### config.mk
export PLATFORM = sky130hd
export DESIGN_NAME = periodic_burst_sample_averager
export DESIGN_NICKNAME = d
export VERILOG_FILES = /design/src/rtl/pbsa_pkg.sv /design/src/rtl/pbsa_div.sv /design/src/rtl/pbsa_dp.sv /design/src/rtl/pbsa_ctrl.sv /design/src/rtl/periodic_burst_sample_averager.sv
export VERILOG_INCLUDE_DIRS = /design/src /design/src/rtl
export SDC_FILE = /design/constraint.sdc
export NUM_CORES = 2
export LEC_CHECK = 0
export CAP_MARGIN = 15
export CORE_MARGIN = 2
export CORE_UTILIZATION = 35
export DETAILED_ROUTE_END_ITERATION = 8
export DONT_BUFFER_PORTS = 1
export PLACE_DENSITY_LB_ADDON = 0.1
export SLEW_MARGIN = 5
export SYNTH_ARGS = -nofsm -noshare
export SYNTH_HDL_FRONTEND = slang
export SYNTH_SLANG_ARGS = --single-unit
### constraint.sdc
create_clock -name clock -period 9.5 [get_ports clock]
set_clock_uncertainty 0.05 [all_clocks]
set_input_delay 0.475 -clock clock [delete_from_list [all_inputs] [get_ports clock]]
set_output_delay 0.475 -clock clock [all_outputs]
set_load 0.005 [all_outputs]
### src/rtl/periodic_burst_sample_averager_macros.svh
// Assertion macros used by the top level of the periodic burst sample averager.
`ifndef PERIODIC_BURST_SAMPLE_AVERAGER_MACROS_SVH
`define PERIODIC_BURST_SAMPLE_AVERAGER_MACROS_SVH

// Same-cycle implication, checked on every rising clock edge outside reset.
`define PBSA_ASSERT_SAME(lbl, ante, cons) \
   lbl: assert property (@(posedge clock) disable iff (reset) (ante) |-> (cons)) \
      else $error("pbsa assertion failed");

// Next-cycle implication, checked on every rising clock edge outside reset.
`define PBSA_ASSERT_NEXT(lbl, ante, cons) \
   lbl: assert property (@(posedge clock) disable iff (reset) (ante) |=> (cons)) \
      else $error("pbsa assertion failed");

`endif

### src/rtl/pbsa_pkg.sv
// Shared constants and command and status types of the periodic burst sample averager.
package pbsa_pkg;

   localparam int MAX_SAMPLES = 256;
   localparam int ADC_BITS    = 12;
   localparam int MS_PER_SEC  = 1000;
   localparam int HALF_DIV    = 2;

   localparam int TIME_W      = 32;
   localparam int COUNT_W     = 9;
   localparam int SUM_W       = 20;
   localparam int INTERVAL_W  = 16;
   localparam int READINGS_W  = 16;

   localparam int CSR_INDEX_W = 3;
   localparam int CSR_DATA_W  = 32;

   localparam int DIVIDEND_W  = 25;
   localparam int DIVISOR_W   = 11;
   localparam int DIV_STEPS   = DIVIDEND_W;
   localparam int DIV_CNT_W   = 5;

   // Half the burst window in seconds is the window divided by 2000, taken as a shift by
   // four and a reciprocal multiply for the division by 125; it is exact below 2**24.
   localparam int BACK_SHIFT   = 4;
   localparam int BACK_DIV     = (MS_PER_SEC * HALF_DIV) / (2 ** BACK_SHIFT);
   localparam int BACK_FRAC    = 27;
   localparam int BACK_RECIP_W = 21;
   localparam int BACK_IN_W    = DIVIDEND_W - BACK_SHIFT;
   localparam int BACK_PROD_W  = BACK_IN_W + BACK_RECIP_W;
   localparam int BACK_W       = BACK_PROD_W - BACK_FRAC;
   localparam logic [BACK_RECIP_W-1:0] BACK_RECIP =
      BACK_RECIP_W'(((2 ** BACK_FRAC) + BACK_DIV - 1) / BACK_DIV);

   localparam logic [CSR_INDEX_W-1:0] REG_READING_INTERVAL = 3'd0;
   localparam logic [CSR_INDEX_W-1:0] REG_SAMPLES_PER_READ = 3'd1;
   localparam logic [CSR_INDEX_W-1:0] REG_SAMPLE_INTERVAL  = 3'd2;
   localparam logic [CSR_INDEX_W-1:0] REG_BATCH_SIZE       = 3'd3;
   localparam logic [CSR_INDEX_W-1:0] REG_START_TIME       = 3'd4;

   typedef struct packed {
      logic poll;
      logic div_start;
      logic load_back;
      logic load_out;
   } pbsa_cmd_type;

   typedef struct packed {
      logic close_due;
      logic rsp_full;
      logic div_done;
   } pbsa_status_type;

endpackage

### src/rtl/pbsa_div.sv
// Restoring serial divider that produces one quotient bit per cycle.
module pbsa_div (
   input  logic                             clock,
   input  logic                             reset,
   input  logic                             start,
   input  logic [pbsa_pkg::DIVIDEND_W-1:0]  dividend,
   input  logic [pbsa_pkg::DIVISOR_W-1:0]   divisor,
   output logic                             done,
   output logic [pbsa_pkg::DIVIDEND_W-1:0]  quotient
);
   import pbsa_pkg::*;

   logic                  busy_ff, busy_in;
   logic                  done_ff, done_in;
   logic [DIV_CNT_W-1:0]  count_ff, count_in;
   logic [DIVISOR_W-1:0]  rem_ff, rem_in;
   logic [DIVISOR_W-1:0]  divisor_ff, divisor_in;
   logic [DIVIDEND_W-1:0] quo_ff, quo_in;
   logic [DIVISOR_W:0]    shifted;
   logic [DIVISOR_W:0]    diff;

   always_comb begin
      shifted    = {rem_ff, quo_ff[DIVIDEND_W-1]};
      diff       = shifted - {1'b0, divisor_ff};
      busy_in    = busy_ff;
      done_in    = 1'b0;
      count_in   = count_ff;
      rem_in     = rem_ff;
      divisor_in = divisor_ff;
      quo_in     = quo_ff;
      if (start) begin
         busy_in    = 1'b1;
         count_in   = '0;
         rem_in     = '0;
         divisor_in = divisor;
         quo_in     = dividend;
      end else if (busy_ff) begin
         if (shifted >= {1'b0, divisor_ff}) begin
            rem_in = diff[DIVISOR_W-1:0];
            quo_in = {quo_ff[DIVIDEND_W-2:0], 1'b1};
         end else begin
            rem_in = shifted[DIVISOR_W-1:0];
            quo_in = {quo_ff[DIVIDEND_W-2:0], 1'b0};
         end
         count_in = count_ff + 1'b1;
         if (count_ff == DIV_CNT_W'(DIV_STEPS - 1)) begin
            busy_in = 1'b0;
            done_in = 1'b1;
         end
      end
   end

   always_ff @(posedge clock) begin
      if (reset) begin
         busy_ff <= 1'b0;
         done_ff <= 1'b0;
      end else begin
         busy_ff <= busy_in;
         done_ff <= done_in;
      end
      count_ff   <= count_in;
      rem_ff     <= rem_in;
      divisor_ff <= divisor_in;
      quo_ff     <= quo_in;
   end

   assign done     = done_ff;
   assign quotient = quo_ff;

endmodule

### src/rtl/pbsa_dp.sv
// Datapath: configuration registers, burst state, accumulation, divider and result register.
module pbsa_dp (
   input  logic                               clock,
   input  logic                               reset,
   input  logic                               csr_we,
   input  logic [pbsa_pkg::CSR_INDEX_W-1:0]   csr_index,
   input  logic [pbsa_pkg::CSR_DATA_W-1:0]    csr_wdata,
   input  logic [pbsa_pkg::TIME_W-1:0]        now_sec,
   input  logic [pbsa_pkg::TIME_W-1:0]        now_ms,
   input  logic [pbsa_pkg::ADC_BITS-1:0]      adc_sample,
   input  pbsa_pkg::pbsa_cmd_type             cmd,
   output pbsa_pkg::pbsa_status_type          status,
   input  logic                               rsp_ready,
   output logic                               rsp_valid,
   output logic [pbsa_pkg::ADC_BITS-1:0]      reading_value,
   output logic [pbsa_pkg::TIME_W-1:0]        reading_time,
   output logic                               upload_request,
   output logic [pbsa_pkg::READINGS_W-1:0]    readings_stored
);
   import pbsa_pkg::*;

   logic [TIME_W-1:0]     reading_interval_ff, reading_interval_in;
   logic [COUNT_W-1:0]    samples_per_read_ff, samples_per_read_in;
   logic [INTERVAL_W-1:0] sample_interval_ff, sample_interval_in;
   logic [READINGS_W-1:0] batch_size_ff, batch_size_in;

   logic                  burst_active_ff, burst_active_in;
   logic [TIME_W-1:0]     last_start_ff, last_start_in;
   logic [TIME_W-1:0]     last_ms_ff, last_ms_in;
   logic [COUNT_W-1:0]    sample_count_ff, sample_count_in;
   logic [SUM_W-1:0]      sample_sum_ff, sample_sum_in;
   logic [READINGS_W-1:0] reading_count_ff, reading_count_in;
   logic                  upload_ff, upload_in;

   logic [TIME_W-1:0]     sec_lat_ff, sec_lat_in;
   logic [COUNT_W-1:0]    n_lat_ff, n_lat_in;
   logic [INTERVAL_W-1:0] interval_lat_ff, interval_lat_in;
   logic [SUM_W-1:0]      sum_lat_ff, sum_lat_in;
   logic [COUNT_W-1:0]    cnt_lat_ff, cnt_lat_in;
   logic [DIVIDEND_W-1:0] window_ff, window_in;
   logic [TIME_W-1:0]     when_ff, when_in;

   logic                  rsp_valid_ff, rsp_valid_in;
   logic [ADC_BITS-1:0]   rsp_value_ff, rsp_value_in;
   logic                  rsp_upload_ff, rsp_upload_in;
   logic [READINGS_W-1:0] rsp_readings_ff, rsp_readings_in;

   logic [COUNT_W-1:0]    n_eff;
   logic                  close_due;
   logic [TIME_W-1:0]     ms_delta;
   logic [TIME_W-1:0]     sec_delta;
   logic [READINGS_W-1:0] count_next;
   logic [DIVIDEND_W-1:0] div_dividend;
   logic [DIVISOR_W-1:0]  div_divisor;
   logic [SUM_W:0]        mean_dividend;
   logic [BACK_PROD_W-1:0] back_prod;
   logic                  div_done;
   logic [DIVIDEND_W-1:0] div_quotient;

   always_comb begin
      if (samples_per_read_ff == '0) begin
         n_eff = COUNT_W'(1);
      end else if (samples_per_read_ff > COUNT_W'(MAX_SAMPLES)) begin
         n_eff = COUNT_W'(MAX_SAMPLES);
      end else begin
         n_eff = samples_per_read_ff;
      end
   end

   assign close_due  = burst_active_ff && (sample_count_ff >= n_eff);
   assign ms_delta   = now_ms - last_ms_ff;
   assign sec_delta  = now_sec - last_start_ff;
   assign count_next = (reading_count_ff == '1) ? reading_count_ff
                                                : reading_count_ff + 1'b1;

   assign mean_dividend = {sum_lat_ff, 1'b0} + {{(SUM_W + 1 - COUNT_W){1'b0}}, cnt_lat_ff};

   assign div_dividend = {{(DIVIDEND_W - SUM_W - 1){1'b0}}, mean_dividend};
   assign div_divisor  = {{(DIVISOR_W - COUNT_W - 1){1'b0}}, cnt_lat_ff, 1'b0};

   assign back_prod = BACK_PROD_W'(window_ff[DIVIDEND_W-1:BACK_SHIFT])
                    * BACK_PROD_W'(BACK_RECIP);

   pbsa_div u_div (
      .clock    (clock),
      .reset    (reset),
      .start    (cmd.div_start),
      .dividend (div_dividend),
      .divisor  (div_divisor),
      .done     (div_done),
      .quotient (div_quotient)
   );

   always_comb begin
      reading_interval_in = reading_interval_ff;
      samples_per_read_in = samples_per_read_ff;
      sample_interval_in  = sample_interval_ff;
      batch_size_in       = batch_size_ff;
      burst_active_in     = burst_active_ff;
      last_start_in       = last_start_ff;
      last_ms_in          = last_ms_ff;
      sample_count_in     = sample_count_ff;
      sample_sum_in       = sample_sum_ff;
      reading_count_in    = reading_count_ff;
      upload_in           = upload_ff;
      sec_lat_in          = sec_lat_ff;
      n_lat_in            = n_lat_ff;
      interval_lat_in     = interval_lat_ff;
      sum_lat_in          = sum_lat_ff;
      cnt_lat_in          = cnt_lat_ff;
      when_in             = when_ff;
      rsp_valid_in        = rsp_valid_ff;
      rsp_value_in        = rsp_value_ff;
      rsp_upload_in       = rsp_upload_ff;
      rsp_readings_in     = rsp_readings_ff;
      window_in           = {{(DIVIDEND_W - COUNT_W){1'b0}}, n_lat_ff}
                          * {{(DIVIDEND_W - INTERVAL_W){1'b0}}, interval_lat_ff};

      if (cmd.poll) begin
         if (close_due) begin
            sec_lat_in       = now_sec;
            n_lat_in         = n_eff;
            interval_lat_in  = sample_interval_ff;
            sum_lat_in       = sample_sum_ff;
            cnt_lat_in       = sample_count_ff;
            reading_count_in = count_next;
            rsp_readings_in  = count_next;
            rsp_upload_in    = upload_ff || (count_next >= batch_size_ff);
            upload_in        = rsp_upload_in;
            sample_sum_in    = '0;
            sample_count_in  = '0;
            burst_active_in  = 1'b0;
         end else if (burst_active_ff) begin
            if (ms_delta >= {{(TIME_W - INTERVAL_W){1'b0}}, sample_interval_ff}) begin
               sample_sum_in   = sample_sum_ff + {{(SUM_W - ADC_BITS){1'b0}}, adc_sample};
               sample_count_in = sample_count_ff + 1'b1;
               last_ms_in      = now_ms;
            end
         end else if (sec_delta >= reading_interval_ff) begin
            burst_active_in = 1'b1;
            last_start_in   = now_sec;
            sample_sum_in   = {{(SUM_W - ADC_BITS){1'b0}}, adc_sample};
            sample_count_in = COUNT_W'(1);
            last_ms_in      = now_ms;
         end
      end

      if (cmd.load_back) begin
         when_in = sec_lat_ff
                 - {{(TIME_W - BACK_W){1'b0}}, back_prod[BACK_PROD_W-1:BACK_FRAC]};
      end

      if (rsp_valid_ff && rsp_ready) begin
         rsp_valid_in = 1'b0;
      end
      if (cmd.load_out) begin
         rsp_valid_in = 1'b1;
         rsp_value_in = div_quotient[ADC_BITS-1:0];
      end

      if (csr_we) begin
         case (csr_index)
            REG_READING_INTERVAL: reading_interval_in = csr_wdata;
            REG_SAMPLES_PER_READ: samples_per_read_in = csr_wdata[COUNT_W-1:0];
            REG_SAMPLE_INTERVAL:  sample_interval_in  = csr_wdata[INTERVAL_W-1:0];
            REG_BATCH_SIZE:       batch_size_in       = csr_wdata[READINGS_W-1:0];
            REG_START_TIME:       last_start_in       = csr_wdata;
            default: ;
         endcase
      end
   end

   always_ff @(posedge clock) begin
      if (reset) begin
         reading_interval_ff <= TIME_W'(60);
         samples_per_read_ff <= COUNT_W'(10);
         sample_interval_ff  <= INTERVAL_W'(100);
         batch_size_ff       <= READINGS_W'(10);
         burst_active_ff     <= 1'b0;
         last_start_ff       <= '0;
         last_ms_ff          <= '0;
         sample_count_ff     <= '0;
         sample_sum_ff       <= '0;
         reading_count_ff    <= '0;
         upload_ff           <= 1'b0;
         rsp_valid_ff        <= 1'b0;
      end else begin
         reading_interval_ff <= reading_interval_in;
         samples_per_read_ff <= samples_per_read_in;
         sample_interval_ff  <= sample_interval_in;
         batch_size_ff       <= batch_size_in;
         burst_active_ff     <= burst_active_in;
         last_start_ff       <= last_start_in;
         last_ms_ff          <= last_ms_in;
         sample_count_ff     <= sample_count_in;
         sample_sum_ff       <= sample_sum_in;
         reading_count_ff    <= reading_count_in;
         upload_ff           <= upload_in;
         rsp_valid_ff        <= rsp_valid_in;
      end
      sec_lat_ff      <= sec_lat_in;
      n_lat_ff        <= n_lat_in;
      interval_lat_ff <= interval_lat_in;
      sum_lat_ff      <= sum_lat_in;
      cnt_lat_ff      <= cnt_lat_in;
      window_ff       <= window_in;
      when_ff         <= when_in;
      rsp_value_ff    <= rsp_value_in;
      rsp_upload_ff   <= rsp_upload_in;
      rsp_readings_ff <= rsp_readings_in;
   end

   assign status.close_due = close_due;
   assign status.rsp_full  = rsp_valid_ff;
   assign status.div_done  = div_done;

   assign rsp_valid       = rsp_valid_ff;
   assign reading_value   = rsp_value_ff;
   assign reading_time    = when_ff;
   assign upload_request  = rsp_upload_ff;
   assign readings_stored = rsp_readings_ff;

endmodule

### src/rtl/pbsa_ctrl.sv
// Controller state machine that sequences poll handling and the steps of a reading.
module pbsa_ctrl (
   input  logic                        clock,
   input  logic                        reset,
   input  logic                        req_tvalid,
   output logic                        req_tready,
   input  pbsa_pkg::pbsa_status_type   status,
   output pbsa_pkg::pbsa_cmd_type      cmd
);
   import pbsa_pkg::*;

   typedef enum logic [1:0] {
      ST_IDLE,
      ST_MULT,
      ST_BACK,
      ST_MEAN_WAIT
   } state_type;

   state_type state_ff, state_in;

   always_comb begin
      req_tready    = 1'b0;
      cmd           = '0;
      state_in      = state_ff;
      case (state_ff)
         ST_IDLE: begin
            req_tready = !(status.rsp_full && status.close_due);
            cmd.poll   = req_tvalid && req_tready;
            if (cmd.poll && status.close_due) begin
               state_in = ST_MULT;
            end
         end
         ST_MULT: begin
            state_in = ST_BACK;
         end
         ST_BACK: begin
            cmd.load_back = 1'b1;
            cmd.div_start = 1'b1;
            state_in      = ST_MEAN_WAIT;
         end
         ST_MEAN_WAIT: begin
            if (status.div_done) begin
               cmd.load_out = 1'b1;
               state_in     = ST_IDLE;
            end
         end
         default: begin
            state_in = ST_IDLE;
         end
      endcase
   end

   always_ff @(posedge clock) begin
      if (reset) begin
         state_ff <= ST_IDLE;
      end else begin
         state_ff <= state_in;
      end
   end

endmodule

### src/rtl/periodic_burst_sample_averager.sv
// Top level of the periodic burst sample averager.
// A poll that does not close a burst is absorbed in one cycle, and the next poll may follow.
// A closing poll yields its reading once ST_MULT forms the burst window, ST_BACK scales it by a
// reciprocal and starts the divider, and a 25-step serial division takes the mean. Reset is
// synchronous, active high; it restores register defaults and clears burst and control state.
module periodic_burst_sample_averager (
   input  logic                                clock,
   input  logic                                reset,
   input  logic                                req_tvalid,
   output logic                                req_tready,
   // now_sec [31:0], now_ms [63:32], adc_sample [75:64], zero pad [79:76]
   input  logic [79:0]                         req_tdata,
   output logic                                rsp_tvalid,
   input  logic                                rsp_tready,
   // reading_value [11:0], reading_time [43:12], upload_request [44],
   // readings_stored [60:45], zero pad [63:61]
   output logic [63:0]                         rsp_tdata,
   input  logic                                csr_we,
   input  logic [pbsa_pkg::CSR_INDEX_W-1:0]    csr_index,
   input  logic [pbsa_pkg::CSR_DATA_W-1:0]     csr_wdata
);
   import pbsa_pkg::*;

   `include "periodic_burst_sample_averager_macros.svh"

   pbsa_cmd_type          cmd;
   pbsa_status_type       status;
   logic [ADC_BITS-1:0]   reading_value;
   logic [TIME_W-1:0]     reading_time;
   logic                  upload_request;
   logic [READINGS_W-1:0] readings_stored;

   pbsa_ctrl u_ctrl (
      .clock      (clock),
      .reset      (reset),
      .req_tvalid (req_tvalid),
      .req_tready (req_tready),
      .status     (status),
      .cmd        (cmd)
   );

   pbsa_dp u_dp (
      .clock           (clock),
      .reset           (reset),
      .csr_we          (csr_we),
      .csr_index       (csr_index),
      .csr_wdata       (csr_wdata),
      .now_sec         (req_tdata[31:0]),
      .now_ms          (req_tdata[63:32]),
      .adc_sample      (req_tdata[75:64]),
      .cmd             (cmd),
      .status          (status),
      .rsp_ready       (rsp_tready),
      .rsp_valid       (rsp_tvalid),
      .reading_value   (reading_value),
      .reading_time    (reading_time),
      .upload_request  (upload_request),
      .readings_stored (readings_stored)
   );

   assign rsp_tdata = {3'b000, readings_stored, upload_request, reading_time, reading_value};

   `PBSA_ASSERT_SAME(a_no_close_into_full, req_tready && status.rsp_full, !status.close_due)
   `PBSA_ASSERT_SAME(a_no_result_overwrite, cmd.load_out, !status.rsp_full)
   `PBSA_ASSERT_NEXT(a_busy_after_close, cmd.poll && status.close_due, !req_tready)

endmodule

==> flow_summary.yaml <==
synth:
  muxShareOfSynthArea_pct: 3.166
  synth-compound-area-share_pct: 11.88
  synthAdderAreaFrac_pct: 28.39
  synth_top_family_by_area: "adder cells"
  yosysUniqueCellTypes: 82
  synth-xor-area-share_pct: 4.139
  synth_edf_count: 177
  synthesis.instances: 3351
  seq_area_frac_synth_pct: 31.46
  synth-seq-cells: 407
  yosysWarnings: 0
  syn-cell-area_um2: 31530
  avgSynthCellArea_um2: 9.410
  synthArstFlopShare_pct: 0
  synthFlopType: "dfxtp_1"
  synth_simple_gate_area_share_pct: 13.75
layout:
  drive_gt1_share_pct: 4.202
  final_common_cell: "inv_1"
  multi_input_area_um2: 19390
  final_nets: 4126
  regArea_um2: 9920
  areaGrowthSynthToFinish_pct: 12.89
  final_cell_mix: "inv_1, ha_1, nand2_1, nor2_1, dfxtp_1"
  fillers: 8868
hold_path:
  hold_path_class: "input port to register"
routing:
  finalWirelength_um: 83090
  routedWlPerCell_um: 17.94
  ant_nets: 0
  route.detailed.drc: 0
  dr.pass1.iters: 5
  vias: 23230
  via_per_inst: 5.014
  drt_iter0_markers: 1057
die:
  rows: 110
  pin_count: 186
  die_w_um: 304.2
  die-area_um2: 92510
  start_util_pct: 35.19
  die-height_um: 304.2
  core-area_um2: 89600
timing:
  fmax_mhz: 113.6
  finalSetupTns_ns: 0
  setup_viol: 0
  period_share_pct: 92.63
  maxSlewHeadroom_pct: 29.32
  timing.hold.ws_ns: 0.05148
  finalCriticalPeriod_ns: 8.800
  worst_slew_pin_slew_ns: 1.060
  drv_slew: 0
  rsz0062_at_grt: "false"
  hold_viol: 0
placed_design:
  dpl.hpwl_um: 62450
  io_buffers: 0
  gp_congestion: 0.8208
grt:
  grt_start_max_net_pins: 182
  grt_pass1_vias: 23520
  grt_usage_pct: 17.87
  antenna_found_initial: 8
  grt_remaining_overflow: 0
  grt_pass1_wl_um: 132000
worst_setup_path:
  crit_required_ns: 9.81
  path_class: "register to register"
  worst_path_largest_cell_delay_ns: 0.56
  cp.arrival_ns: 9.11
  path_buf_inv: 4
  crit_top_cell: "fa_1"
  start_kind: "register"
  crit_path_top_delay_cell: "fa_1"
  crit_family: "adder cells"
  cp_max_fo: 8
  critPathCaptureType: "register"
clock_network:
  htreeDepth: 2
  cts_tree: "done"
  cts_buffers: 51
  clk_pin_slew_ns: 0.06
  insertion_delay_ns: 0.63
  clock-sinks: 407
  clockBufferDepth: 3
  clockRootBuffer: "clkbuf_16"
power:
  p_per_area_nw_per_um2: 330.2
  vdd_drop_max_v: 0.0005711
  p_leak_nw: 15.30
run_status:
  status: "completed"
run:
  cap_violations: 0
-- metal layers --
layer | GRT usage, % | vias to the layer above | wire length [um]
met4 | 4.593 | 8 | 1822
met2 | 29.63 | 353 | 38560
met5 | 0 | - | 50
met3 | 3.294 | 108 | 3557
met1 | 23.95 | 11290 | 39100
li1 | - | 11470 | -
-- path summary, 6_finish.rpt --
| path | from | to | slack, ns | depth (start not counted) |
|---|---|---|---|---|
| worst max register to register | u_dp.window_ff[11]$_DFF_P_ | u_dp.reading_time[29]$_DFFE_PP_ | 0.70 | 32 |
| worst min-delay path | csr_wdata[12] | u_dp.last_start_ff[12]$_SDFF_PP0_ | 0.05 | 2 |
| worst min register to register | u_dp.sample_interval_ff[6]$_SDFFE_PP1P_ | u_dp.interval_lat_ff[6]$_DFFE_PP_ | 0.38 | 0 |
| worst max-delay path | u_dp.window_ff[11]$_DFF_P_ | u_dp.reading_time[29]$_DFFE_PP_ | 0.70 | 32 |
-- worst register-to-register path: cells and delay by family, from the launching register on --
family	cells	cell delay, ns
flip-flops	1	0.54
adder cells (fa/ha/maj)	9	3.65
buffers and inverters	4	0.22
AND/OR/NAND/NOR	5	0.95
AO/OA/AOI/OAI	12	2.77
XOR/XNOR	2	0.39
-- cells in the mapped netlist, drive strengths merged, types with 23 or more instances --
master,instances,share of area (%)
dfxtp,230,15
mux2i,84,2.7
and2,74,1.5
inv,483,5.7
ha,402,16
nand2,342,4.1
nand3,46,0.73
nor2,240,2.9
nand2b,37,0.73
o21ai,84,1.3
nor2b,26,0.52
nand4,27,0.54
a211oi,48,1.1
xnor2,84,2.3
edfxtp,177,17
a21oi,188,3.0
clkbuf,97,1.2
xor2,65,1.8
a31oi,23,0.46
fa,196,12
a21o,63,1.5
nor3,44,0.70
o21a,25,0.60
-- state kept, by name, indices dropped and copies added, names as in the netlist, 5 cells and up --
name                      count
u_dp.u_div.rem_ff            11
u_dp.u_div.divisor_ff         9
u_dp.last_start_ff           32
u_dp.interval_lat_ff         16
u_dp.u_div.quotient          25
u_dp.reading_count_ff        16
u_dp.n_lat_ff                 9
u_dp.cnt_lat_ff               9
u_dp.last_ms_ff              32
u_dp.sec_lat_ff              32
u_dp.sample_sum_ff           20
u_dp.samples_per_read_ff      9
u_dp.u_div.count_ff           5
u_dp.sum_lat_ff              20
u_dp.batch_size_ff           16
u_dp.reading_time            32
u_dp.reading_interval_ff     32
u_dp.reading_value           12
u_dp.window_ff               21
u_dp.sample_interval_ff      16
u_dp.sample_count_ff          9
u_dp.readings_stored         16
-- where the power goes --
group | total, W | internal (W) | switching [W]
registers | 0.00228 | 0.00216 | 0.000125
clock network | 0.00213 | 0.00130 | 0.000829
logic | 0.00734 | 0.00327 | 0.00407
total | 0.0118 | 0.00673 | 0.00503
-- area by class of cell --
type	count	share of cell area, %
timing repair buffer	113	3.206
inverter	485	5.114
sequential	407	27.87
multi-input combinational	2350	54.47
clock buffer	64	3.954
antenna	5	0.03515
clock inverter	32	1.223
tap	1176	4.134
-- through the flow --
stage	instance area [um^2]	setup WS [ns]	util [%]	cells	power [W]
after global routing	35600	0.09523	39.73	4632	0.01308
after floorplan	31540	1.630	-	3353	0.007796
after CTS	35580	0.6815	39.72	4627	0.01195
after detailed placement	32730	0.7035	36.53	4432	0.009636
after global placement	32690	0.7715	36.49	4430	0.009516
final	35600	0.7001	39.73	4632	0.01175
-- kinds of logic after synthesis --
group | after synthesis
XOR/XNOR | 149
flip-flops | 407
other | 1
AND/OR/NAND/NOR | 933
buffers and inverters | 596
AO/OA/AOI/OAI | 569
adder cells (fa/ha/maj) | 598
multiplexers | 98
-- timing repair --
| action | CTS | global route |
|---|---|---|
| hold buffers | 99 | 0 |
| setup endpoints to repair | 0 | 0 |
| hold endpoints to repair | 213 | 0 |
| setup buffers | 0 | 0 |
| resized for setup | 0 | 0 |
Power figures use the tool's default switching activity.
